File: src/sv/trq_pkg.sv
// constants and codes shared by the task run queue
package trq_pkg;

  localparam int NUM_SLOTS = 64;
  localparam int SLOT_W    = $clog2(NUM_SLOTS);
  localparam int LINK_W    = $clog2(NUM_SLOTS + 1);
  localparam int ID_W      = 32;

  localparam logic [LINK_W-1:0] NONE_LINK = LINK_W'(NUM_SLOTS);

  // operation codes
  localparam logic [1:0] OP_ENQ  = 2'd0;
  localparam logic [1:0] OP_DEQ  = 2'd1;
  localparam logic [1:0] OP_REM  = 2'd2;
  localparam logic [1:0] OP_FIND = 2'd3;

  // status codes
  localparam logic [1:0] ST_OK     = 2'd0;
  localparam logic [1:0] ST_EMPTY  = 2'd1;
  localparam logic [1:0] ST_MISUSE = 2'd2;

endpackage

File: src/sv/task_run_queue_core.sv
// task run queue: doubly linked fifo of task slots held in link memories
//
//  channel | handshake            | payload
//  --------+----------------------+-----------------------------------------
//  in      | in_valid / in_stall  | func, task_slot, task_id
//  out     | out_valid / out_stall| slot_out, status, empty_flag, queued_count
//
// enqueue passes decode, the tail link update and the result state; dequeue
// and remove pass decode, the unlink and the result state; a rejected operation
// or a dequeue on an empty queue goes to the result state; find reads and
// compares entries to a match or the list end; memory reads are registered.
// reset is synchronous; it empties the queue and clears the membership flags.
// one transaction is worked on at a time; a waiting result blocks only the
// final load, and the next input is taken as soon as the result is registered.
module task_run_queue_core
  import trq_pkg::*;
(
  input  logic              clk,
  input  logic              rst,
  input  logic              in_valid,
  output logic              in_stall,
  input  logic [1:0]        func,
  input  logic [SLOT_W-1:0] task_slot,
  input  logic [ID_W-1:0]   task_id,
  output logic              out_valid,
  input  logic              out_stall,
  output logic [SLOT_W-1:0] slot_out,
  output logic [1:0]        status,
  output logic              empty_flag,
  output logic [LINK_W-1:0] queued_count
);

  localparam logic [2:0] S_IDLE   = 3'd0;
  localparam logic [2:0] S_DEC    = 3'd1;
  localparam logic [2:0] S_ENQ2   = 3'd2;
  localparam logic [2:0] S_UNLINK = 3'd3;
  localparam logic [2:0] S_FRD    = 3'd4;
  localparam logic [2:0] S_FCMP   = 3'd5;
  localparam logic [2:0] S_OUT    = 3'd6;

  logic [2:0]          state, state_next;
  logic [LINK_W-1:0]   head, head_next;
  logic [LINK_W-1:0]   tail, tail_next;
  logic [LINK_W-1:0]   count, count_next;
  logic [NUM_SLOTS-1:0] member, member_next;

  logic [1:0]          op;
  logic [SLOT_W-1:0]   slot;
  logic [ID_W-1:0]     id;
  logic [LINK_W-1:0]   cur, cur_next;
  logic [LINK_W-1:0]   steps, steps_next;
  logic [SLOT_W-1:0]   res_slot, res_slot_next;
  logic [1:0]          res_status, res_status_next;

  // memories
  logic [LINK_W-1:0] next_mem [NUM_SLOTS];
  logic [LINK_W-1:0] prev_mem [NUM_SLOTS];
  logic [ID_W-1:0]   id_mem   [NUM_SLOTS];

  logic [SLOT_W-1:0] rd_addr;
  logic [LINK_W-1:0] next_rd, prev_rd;
  logic [ID_W-1:0]   id_rd;

  logic              next_we, prev_we, id_we;
  logic [SLOT_W-1:0] next_waddr, prev_waddr;
  logic [LINK_W-1:0] next_wdata, prev_wdata;

  logic out_free;

  assign in_stall = (state != S_IDLE);
  assign out_free = !out_valid || !out_stall;

  always_ff @(posedge clk) begin
    if (next_we) begin
      next_mem[next_waddr] <= next_wdata;
    end
    if (prev_we) begin
      prev_mem[prev_waddr] <= prev_wdata;
    end
    if (id_we) begin
      id_mem[slot] <= id;
    end
    next_rd <= next_mem[rd_addr];
    prev_rd <= prev_mem[rd_addr];
    id_rd   <= id_mem[rd_addr];
  end

  always_comb begin
    state_next      = state;
    head_next       = head;
    tail_next       = tail;
    count_next      = count;
    member_next     = member;
    cur_next        = cur;
    steps_next      = steps;
    res_slot_next   = res_slot;
    res_status_next = res_status;
    rd_addr         = slot;
    next_we         = 1'b0;
    prev_we         = 1'b0;
    id_we           = 1'b0;
    next_waddr      = slot;
    prev_waddr      = slot;
    next_wdata      = NONE_LINK;
    prev_wdata      = tail;

    case (state)
      S_IDLE: begin
        if (in_valid) begin
          state_next = S_DEC;
        end
      end
      S_DEC: begin
        res_slot_next   = '0;
        res_status_next = ST_OK;
        case (op)
          OP_ENQ: begin
            if (member[slot]) begin
              res_status_next = ST_MISUSE;
              state_next      = S_OUT;
            end else begin
              // new tail entry: id, back link to old tail, no forward link
              id_we      = 1'b1;
              prev_we    = 1'b1;
              next_we    = 1'b1;
              state_next = S_ENQ2;
            end
          end
          OP_DEQ: begin
            if (head == NONE_LINK) begin
              res_status_next = ST_EMPTY;
              state_next      = S_OUT;
            end else begin
              rd_addr       = head[SLOT_W-1:0];
              cur_next      = head;
              res_slot_next = head[SLOT_W-1:0];
              state_next    = S_UNLINK;
            end
          end
          OP_REM: begin
            if (!member[slot]) begin
              res_status_next = ST_MISUSE;
              state_next      = S_OUT;
            end else begin
              cur_next   = {1'b0, slot};
              state_next = S_UNLINK;
            end
          end
          default: begin
            cur_next   = head;
            steps_next = '0;
            state_next = S_FRD;
          end
        endcase
      end
      S_ENQ2: begin
        if (tail != NONE_LINK) begin
          next_we    = 1'b1;
          next_waddr = tail[SLOT_W-1:0];
          next_wdata = {1'b0, slot};
        end
        if (head == NONE_LINK) begin
          head_next = {1'b0, slot};
        end
        tail_next          = {1'b0, slot};
        member_next[slot]  = 1'b1;
        count_next         = count + 1'b1;
        state_next         = S_OUT;
      end
      S_UNLINK: begin
        // prev_rd / next_rd hold the links of the entry being taken out
        if (prev_rd != NONE_LINK) begin
          next_we    = 1'b1;
          next_waddr = prev_rd[SLOT_W-1:0];
          next_wdata = next_rd;
        end else begin
          head_next = next_rd;
        end
        if (next_rd != NONE_LINK) begin
          prev_we    = 1'b1;
          prev_waddr = next_rd[SLOT_W-1:0];
          prev_wdata = prev_rd;
        end else begin
          tail_next = prev_rd;
        end
        member_next[cur[SLOT_W-1:0]] = 1'b0;
        if (count != '0) begin
          count_next = count - 1'b1;
        end
        state_next = S_OUT;
      end
      S_FRD: begin
        if (cur == NONE_LINK || steps == LINK_W'(NUM_SLOTS)) begin
          res_status_next = ST_EMPTY;
          state_next      = S_OUT;
        end else begin
          rd_addr    = cur[SLOT_W-1:0];
          state_next = S_FCMP;
        end
      end
      S_FCMP: begin
        if (id_rd == id) begin
          res_slot_next = cur[SLOT_W-1:0];
          state_next    = S_OUT;
        end else begin
          cur_next   = next_rd;
          steps_next = steps + 1'b1;
          state_next = S_FRD;
        end
      end
      S_OUT: begin
        if (out_free) begin
          state_next = S_IDLE;
        end
      end
      default: begin
        state_next = S_IDLE;
      end
    endcase
  end

  always_ff @(posedge clk) begin
    if (rst) begin
      state     <= S_IDLE;
      head      <= NONE_LINK;
      tail      <= NONE_LINK;
      count     <= '0;
      member    <= '0;
      out_valid <= 1'b0;
    end else begin
      state  <= state_next;
      head   <= head_next;
      tail   <= tail_next;
      count  <= count_next;
      member <= member_next;
      if (state == S_OUT && out_free) begin
        out_valid <= 1'b1;
      end else if (!out_stall) begin
        out_valid <= 1'b0;
      end
    end
  end

  always_ff @(posedge clk) begin
    if (state == S_IDLE && in_valid) begin
      op   <= func;
      slot <= task_slot;
      id   <= task_id;
    end
    cur        <= cur_next;
    steps      <= steps_next;
    res_slot   <= res_slot_next;
    res_status <= res_status_next;
    if (state == S_OUT && out_free) begin
      slot_out     <= res_slot;
      status       <= res_status;
      empty_flag   <= (count == '0);
      queued_count <= count;
    end
  end

endmodule

File: config.mk
export PLATFORM = sky130hd
export DESIGN_NAME = task_run_queue_core
export DESIGN_NICKNAME = d
export VERILOG_FILES = /design/src/sv/trq_pkg.sv /design/src/sv/task_run_queue_core.sv
export SDC_FILE = /design/constraint.sdc
export NUM_CORES = 2
export LEC_CHECK = 0
export BUFFER_PORTS_ARGS = -buffer_cell sky130_fd_sc_hd__buf_2
export CORE_MARGIN = 4
export CORE_UTILIZATION = 25
export DETAILED_ROUTE_END_ITERATION = 8
export GPL_TIMING_DRIVEN = 0
export PLACE_DENSITY_LB_ADDON = 0.05
export SETUP_SLACK_MARGIN = 0.1
export SYNTH_ARGS = -nofsm -noshare
export SYNTH_HDL_FRONTEND = slang
export SYNTH_SLANG_ARGS = --single-unit
export TNS_END_PERCENT = 30
File: constraint.sdc
create_clock -name clk -period 6.9 [get_ports clk]
set_input_delay 0.345 -clock clk [delete_from_list [all_inputs] [get_ports clk]]
set_output_delay 0.345 -clock clk [all_outputs]
set_load 0.1 [all_outputs]
Word level (Yosys, flattened, before mapping)
Memory sizes are Yosys's and may differ from the RTL's. A register that Yosys moved wholly into a read port is not among the register bits.
Index checks and enable logic that the tools add are counted.
- bits in registers: 167
- memory bits (writable): 2944
- output and inout bits: 18
- logic and storage cells: 156
- memories: 3
- $add $sub $neg: 3
- $lt $le $gt $ge: 4
- eq/ne operators: 29
- mux-type cells: 71
- bitwise operators: 3
- reduce and logical (&&, ||, !) cells: 26
- memory list (name ; words ; width ; read ports ; clocked after memory_dff ; wr ports ; RTL line ; RTL):
    id_mem ; 64 ; 32 ; 1 ; 1 ; 1 ; task_run_queue_core.sv:58 ; logic [ID_W-1:0] id_mem [NUM_SLOTS];
    next_mem ; 64 ; 7 ; 1 ; 1 ; 1 ; task_run_queue_core.sv:56 ; logic [LINK_W-1:0] next_mem [NUM_SLOTS];
    prev_mem ; 64 ; 7 ; 1 ; 1 ; 1 ; task_run_queue_core.sv:57 ; logic [LINK_W-1:0] prev_mem [NUM_SLOTS];
- operators with widths (kind ; count):
    64-bit one-hot mux with 2 select lines ; 1
    7-bit two-way mux ; 13
    7-bit one-hot mux with 2 select lines ; 6
    64-bit bitwise AND ; 1
    64-bit inverter ; 1
    64-bit bitwise OR ; 1
    6-bit two-way mux ; 10
    6-bit one-hot mux with 2 select lines ; 3
    32-bit == test ; 1
    2-bit != test (second input constant) ; 11
    7-bit == test (second input constant) ; 3
    7-bit != test (second input constant) ; 3
    7-bit one-hot mux with 3 select lines ; 1
    1-bit two-way mux ; 18
    3-bit one-hot mux with 6 select lines ; 1
    3-bit two-way mux ; 5
    7-bit by 1-bit adder with 7-bit output (second input constant) ; 2
    6-bit by 7-bit < comparator with 1-bit output (second input constant) ; 2
    1-bit demux with 6-bit select ; 2
    6-bit by 1-bit >= comparator with 1-bit output (second input constant) ; 2
    2-bit two-way mux ; 5
    2-bit AND reduction ; 5
    3-bit == test (second input constant) ; 3
    3-bit one-hot mux with 3 select lines ; 1
    25 further kinds ; 35

Longest topological paths before layout
- depth after elaboration: 7
- depth in mapped cells: 16

Worst setup path after synthesis
No wires, ideal clock.
- kind: register to register
- from: reg slot[1]
- to: mem id_mem[61][0], enable pin
- library setup time: 0.501 ns
- arrival time: 5.302 ns
- data required time: 6.399 ns
- setup slack: 1.097 ns
- cell stages (with the launch flop): 9
- buffers on the path: 2
- cells stage by stage: edfxtp_1 > buf_4 > buf_4 > mux4_2 > mux2i_1 > o22ai_1 > a221o_1 > or4_4 > nor4_1
- longest elaborated chain between the ends: 7
- RTL lines (what ; RTL line ; RTL):
    start, declared ; task_run_queue_core.sv:48 ; logic [SLOT_W-1:0] slot;
    start signal, assigned ; task_run_queue_core.sv:247 ; slot <= task_slot;
    1-bit binary-select mux with 6-bit select ; task_run_queue_core.sv:118 ; if (member[slot]) begin
    1-bit two-way mux (not written as such) ; task_run_queue_core.sv:118 ;
    1-bit two-way mux ; task_run_queue_core.sv:118 ;
    1-bit two-way mux ; task_run_queue_core.sv:116 ; case (op)
    1-bit two-way mux ; task_run_queue_core.sv:107 ; case (state)
    1-bit two-way mux ; task_run_queue_core.sv:80 ; if (id_we) begin
    1-bit two-way mux (not written as such) ; task_run_queue_core.sv:81 ; id_mem[slot] <= id;
    end, declared ; task_run_queue_core.sv:58 ;
Several ways; a longest one is shown, not always the timed one. The select of a mux whose other input is x is not followed.

Final worst setup path
- from: reg cur[5]
- to: reg id_rd[22], read port of id_mem
- longest elaborated chain between the ends: 4
- RTL lines (what ; RTL line ; RTL):
    start, declared ; task_run_queue_core.sv:50 ; logic [LINK_W-1:0] cur, cur_next;
    start signal, assigned ; task_run_queue_core.sv:250 ; cur <= cur_next;
    7-bit == test ; task_run_queue_core.sv:193 ; if (cur == NONE_LINK || steps == LINK_W'(NUM_SLOTS)) begin
    1-bit logical OR ; task_run_queue_core.sv:193 ;
    6-bit two-way mux (*) ; task_run_queue_core.sv:193 ;
    6-bit one-hot mux with 2 select lines (*) ; task_run_queue_core.sv:107 ;
    end, declared ; task_run_queue_core.sv:62 ; logic [ID_W-1:0] id_rd;
Every way passes the cells marked *; elsewhere a longest branch is shown, timed or not.
A chain may end at the register's enable or synchronous reset.

==> impl_metrics.toml <==
[die]
die-area_um2 = 504700
die_h_um = 710.4
core_um2 = 490700
num_rows = 257
die_w_um = 710.4
initial_core_util = 0.2514
ios = 62

[placed_design]
placed_area_um2 = 141100
gp_congestion = 0.9209
place_hpwl_um = 574900
io_buffer_count = 60
pre_cts_ws_ps = 25.12
numPlacedInstances = 16221

[logic_synthesis]
synth_common_cells = "edfxtp_1 (3022), nand2_1 (2883), nand3_1 (850)"
yosysMostFrequentCell = "edfxtp_1"
synth_area_leaders = "edfxtp_1 (74%), nand2_1 (8.8%), nand3_1 (3.4%)"
yosys_warnings = 0
synth.top_cell.area_share = 0.7357
synth_flop_cell = "edfxtp_1"
syn-num-nets = 9329
synth_largest_area_cell = "edfxtp_1"
avgSynthCellArea_um2 = 13.30
synth.distinct_cells = 77
synth_cells = 9277
syn-cell-area_um2 = 123300
async_flop_share = 0
ys_seq_elements = 3157
synth_edf_count = 3022
ys_seq_area_frac = 0.7576

[cells_and_area]
drive_above_1_share = 0.1527
final_cell_area_um2 = 154000
nFillCells = 48818
multi_input_area_um2 = 28080
fin_nets = 10245
fin_cells = 17033
areaGrowthSynthToFinish_pct = 24.86
seq_area_um2 = 93450

[routing]
drtIter0Drc = 14784
drc = 0
vias = 93607
first_pass_iters = 6
wl_um = 794600
wire_per_inst_um = 46.65
ant_nets = 0
via_per_inst = 5.496

[flow_run]
drv_cap = 19

[timing]
finalCritPeriodShare = 0.9577
drv_slew = 184
fin_ws_ps = 291.9
skew_ps = 53.71
rsz0062_at_grt = "false"
timing.final.hold_violations = 0
tightest_slew_ps = 1668
fmax_ghz = 0.1513
max_slew_margin = -0.1161
finalCriticalPeriod_ps = 6608
finalSetupViolCount = 0
fin_tns_setup_ps = 0

[critical_path]
arrival_ps = 7460
cp-start-kind = "flop"
crit_type = "reg -> reg"
required_ps = 7750
end_kind = "flop"
worstPathMaxFanout = 11

[power]
powerDensity_nw_per_um2 = 475.6
static-leakage-power_nw = 51.44
ir_drop_v = 0.0002716

[global_route]
antenna_found_initial = 124
grt_usage = 0.3060
grt_overflow_total = 0
grt_first_pass_wirelength_um = 983100
grt_max_degree = 65
grt_pass1_vias = 84067

[cts]
htree_num_levels = 5
path_clk_slew_ps = 60
cts_root_buf = "clkbuf_16"
post_cts_buffers = 0
cts_sinks = 3157
clockBufferDepth = 4
cts_tree = "yes"
clock_latency_ps = 1030
cts_buffers = 385

[outcome]
outcome = "complete, but fails checks"
violations = "max-capacitance violations, max-slew violations"

[worst_hold_path]
worstHoldPathType = "in -> reg"
## power breakdown
group	total, mW	switching, mW	leakage [nW]	internal, mW
clock network	20.2	8.75	5.90	11.5
logic	29.7	24.4	17.2	5.32
registers	23.3	0.518	28.4	22.7
total	73.2	33.7	51.4	39.6
## cells by family (layout without fill, tap and decap cells)
group | Yosys count | in the layout | share of synthesized area
buffers and inverters | 585 | 1817 | 0.02246
AO/OA/AOI/OAI | 840 | 840 | 0.04514
multiplexers | 172 | 172 | 0.01487
other | 0 | 49 | 0
adder cells (fa/ha/maj) | 8 | 8 | 0.0008723
flip-flops | 3157 | 3157 | 0.7576
XOR/XNOR | 45 | 45 | 0.003195
AND/OR/NAND/NOR | 4470 | 4470 | 0.1559
## metrics by stage
step	total power [mW]	util	hold slack (ps)
6_report	73.24	0.3139	69.07
5_1_grt	73.83	0.3136	41.35
4_1_cts	72.72	0.3136	2.441
3_5_place_dp	52.58	0.2876	418.9
3_3_place_gp	51.35	0.2685	419.5
2_1_floorplan	33.24	-	400.3
## final cells by class
| cell class | count | share of cell area |
|---|---|---|
| Inverter | 13 | 0.0003168 |
| Tap cell | 6475 | 0.05260 |
| Sequential cell | 3157 | 0.6068 |
| Buffer | 571 | 0.01831 |
| Timing Repair Buffer | 530 | 0.06002 |
| Antenna cell | 49 | 0.0007962 |
| Multi-Input combinational cell | 5535 | 0.1823 |
| Clock inverter | 193 | 0.01167 |
| Clock buffer | 510 | 0.06715 |
## repair_timing
item / CTS / global route
hold buffers: 60 / 0
setup endpoints to repair: 2 / 1
endpoints found under the hold margin: 52 / 0
gates resized for setup: 1 / 0
## cell usage in the layout, fill, tap and decap left out, types with 64 or more instances in the layout
cell type,synthesis,layout
clkinv_1,1,89
a32oi_1,123,123
mux2i_1,157,157
a21oi_1,91,90
clkbuf_1,210,255
nor2_4,0,64
buf_2,276,356
clkbuf_16,0,391
dfxtp_1,135,135
edfxtp_1,3022,3022
nand3_1,850,849
nand2_1,2883,2876
and3_1,71,71
a31oi_1,448,446
nand4_1,275,275
buf_12,0,204
nor2_1,221,96
o21ai_0,81,81
buf_16,0,116
buf_4,47,68
## metal layers
layer	wire, µm	track usage
met5	177	0
met4	45480	0.1474
met1	326300	0.4083
met2	350100	0.4700
met3	72550	0.06871
## registers in the layout, indices dropped and copies added (netlist names), 32 cells and up
register	count
id	32
id_mem	2048
next_mem	448
member	64
prev_mem	448
id_rd	32
## final timing paths
path	end	slack, ps	cells past startpoint	from
max reg2reg	id_rd[22]$_DFF_P_	290	13	cur[5]$_DFFE_PP_
max	id_rd[22]$_DFF_P_	290	13	cur[5]$_DFFE_PP_
min reg2reg	status[1]$_DFFE_PP_	430	0	res_status[1]$_SDFFCE_PN0P_
min	id[3]$_DFFE_PP_	70	2	task_id[3]
## worst max-delay path, stage by stage, from the launching register on
cell	delay, ps
edfxtp_1	350
buf_2	220
or3_1	360
clkbuf_1	290
o22ai_2	450
mux2_4	290
a21oi_2	90
nor2_2	810
buf_2	720
buf_2	640
clkbuf_1	1070
nand3_1	250
nand4_1	630
nand4_1	170
Note: power is estimated with default switching activity, not from simulation.
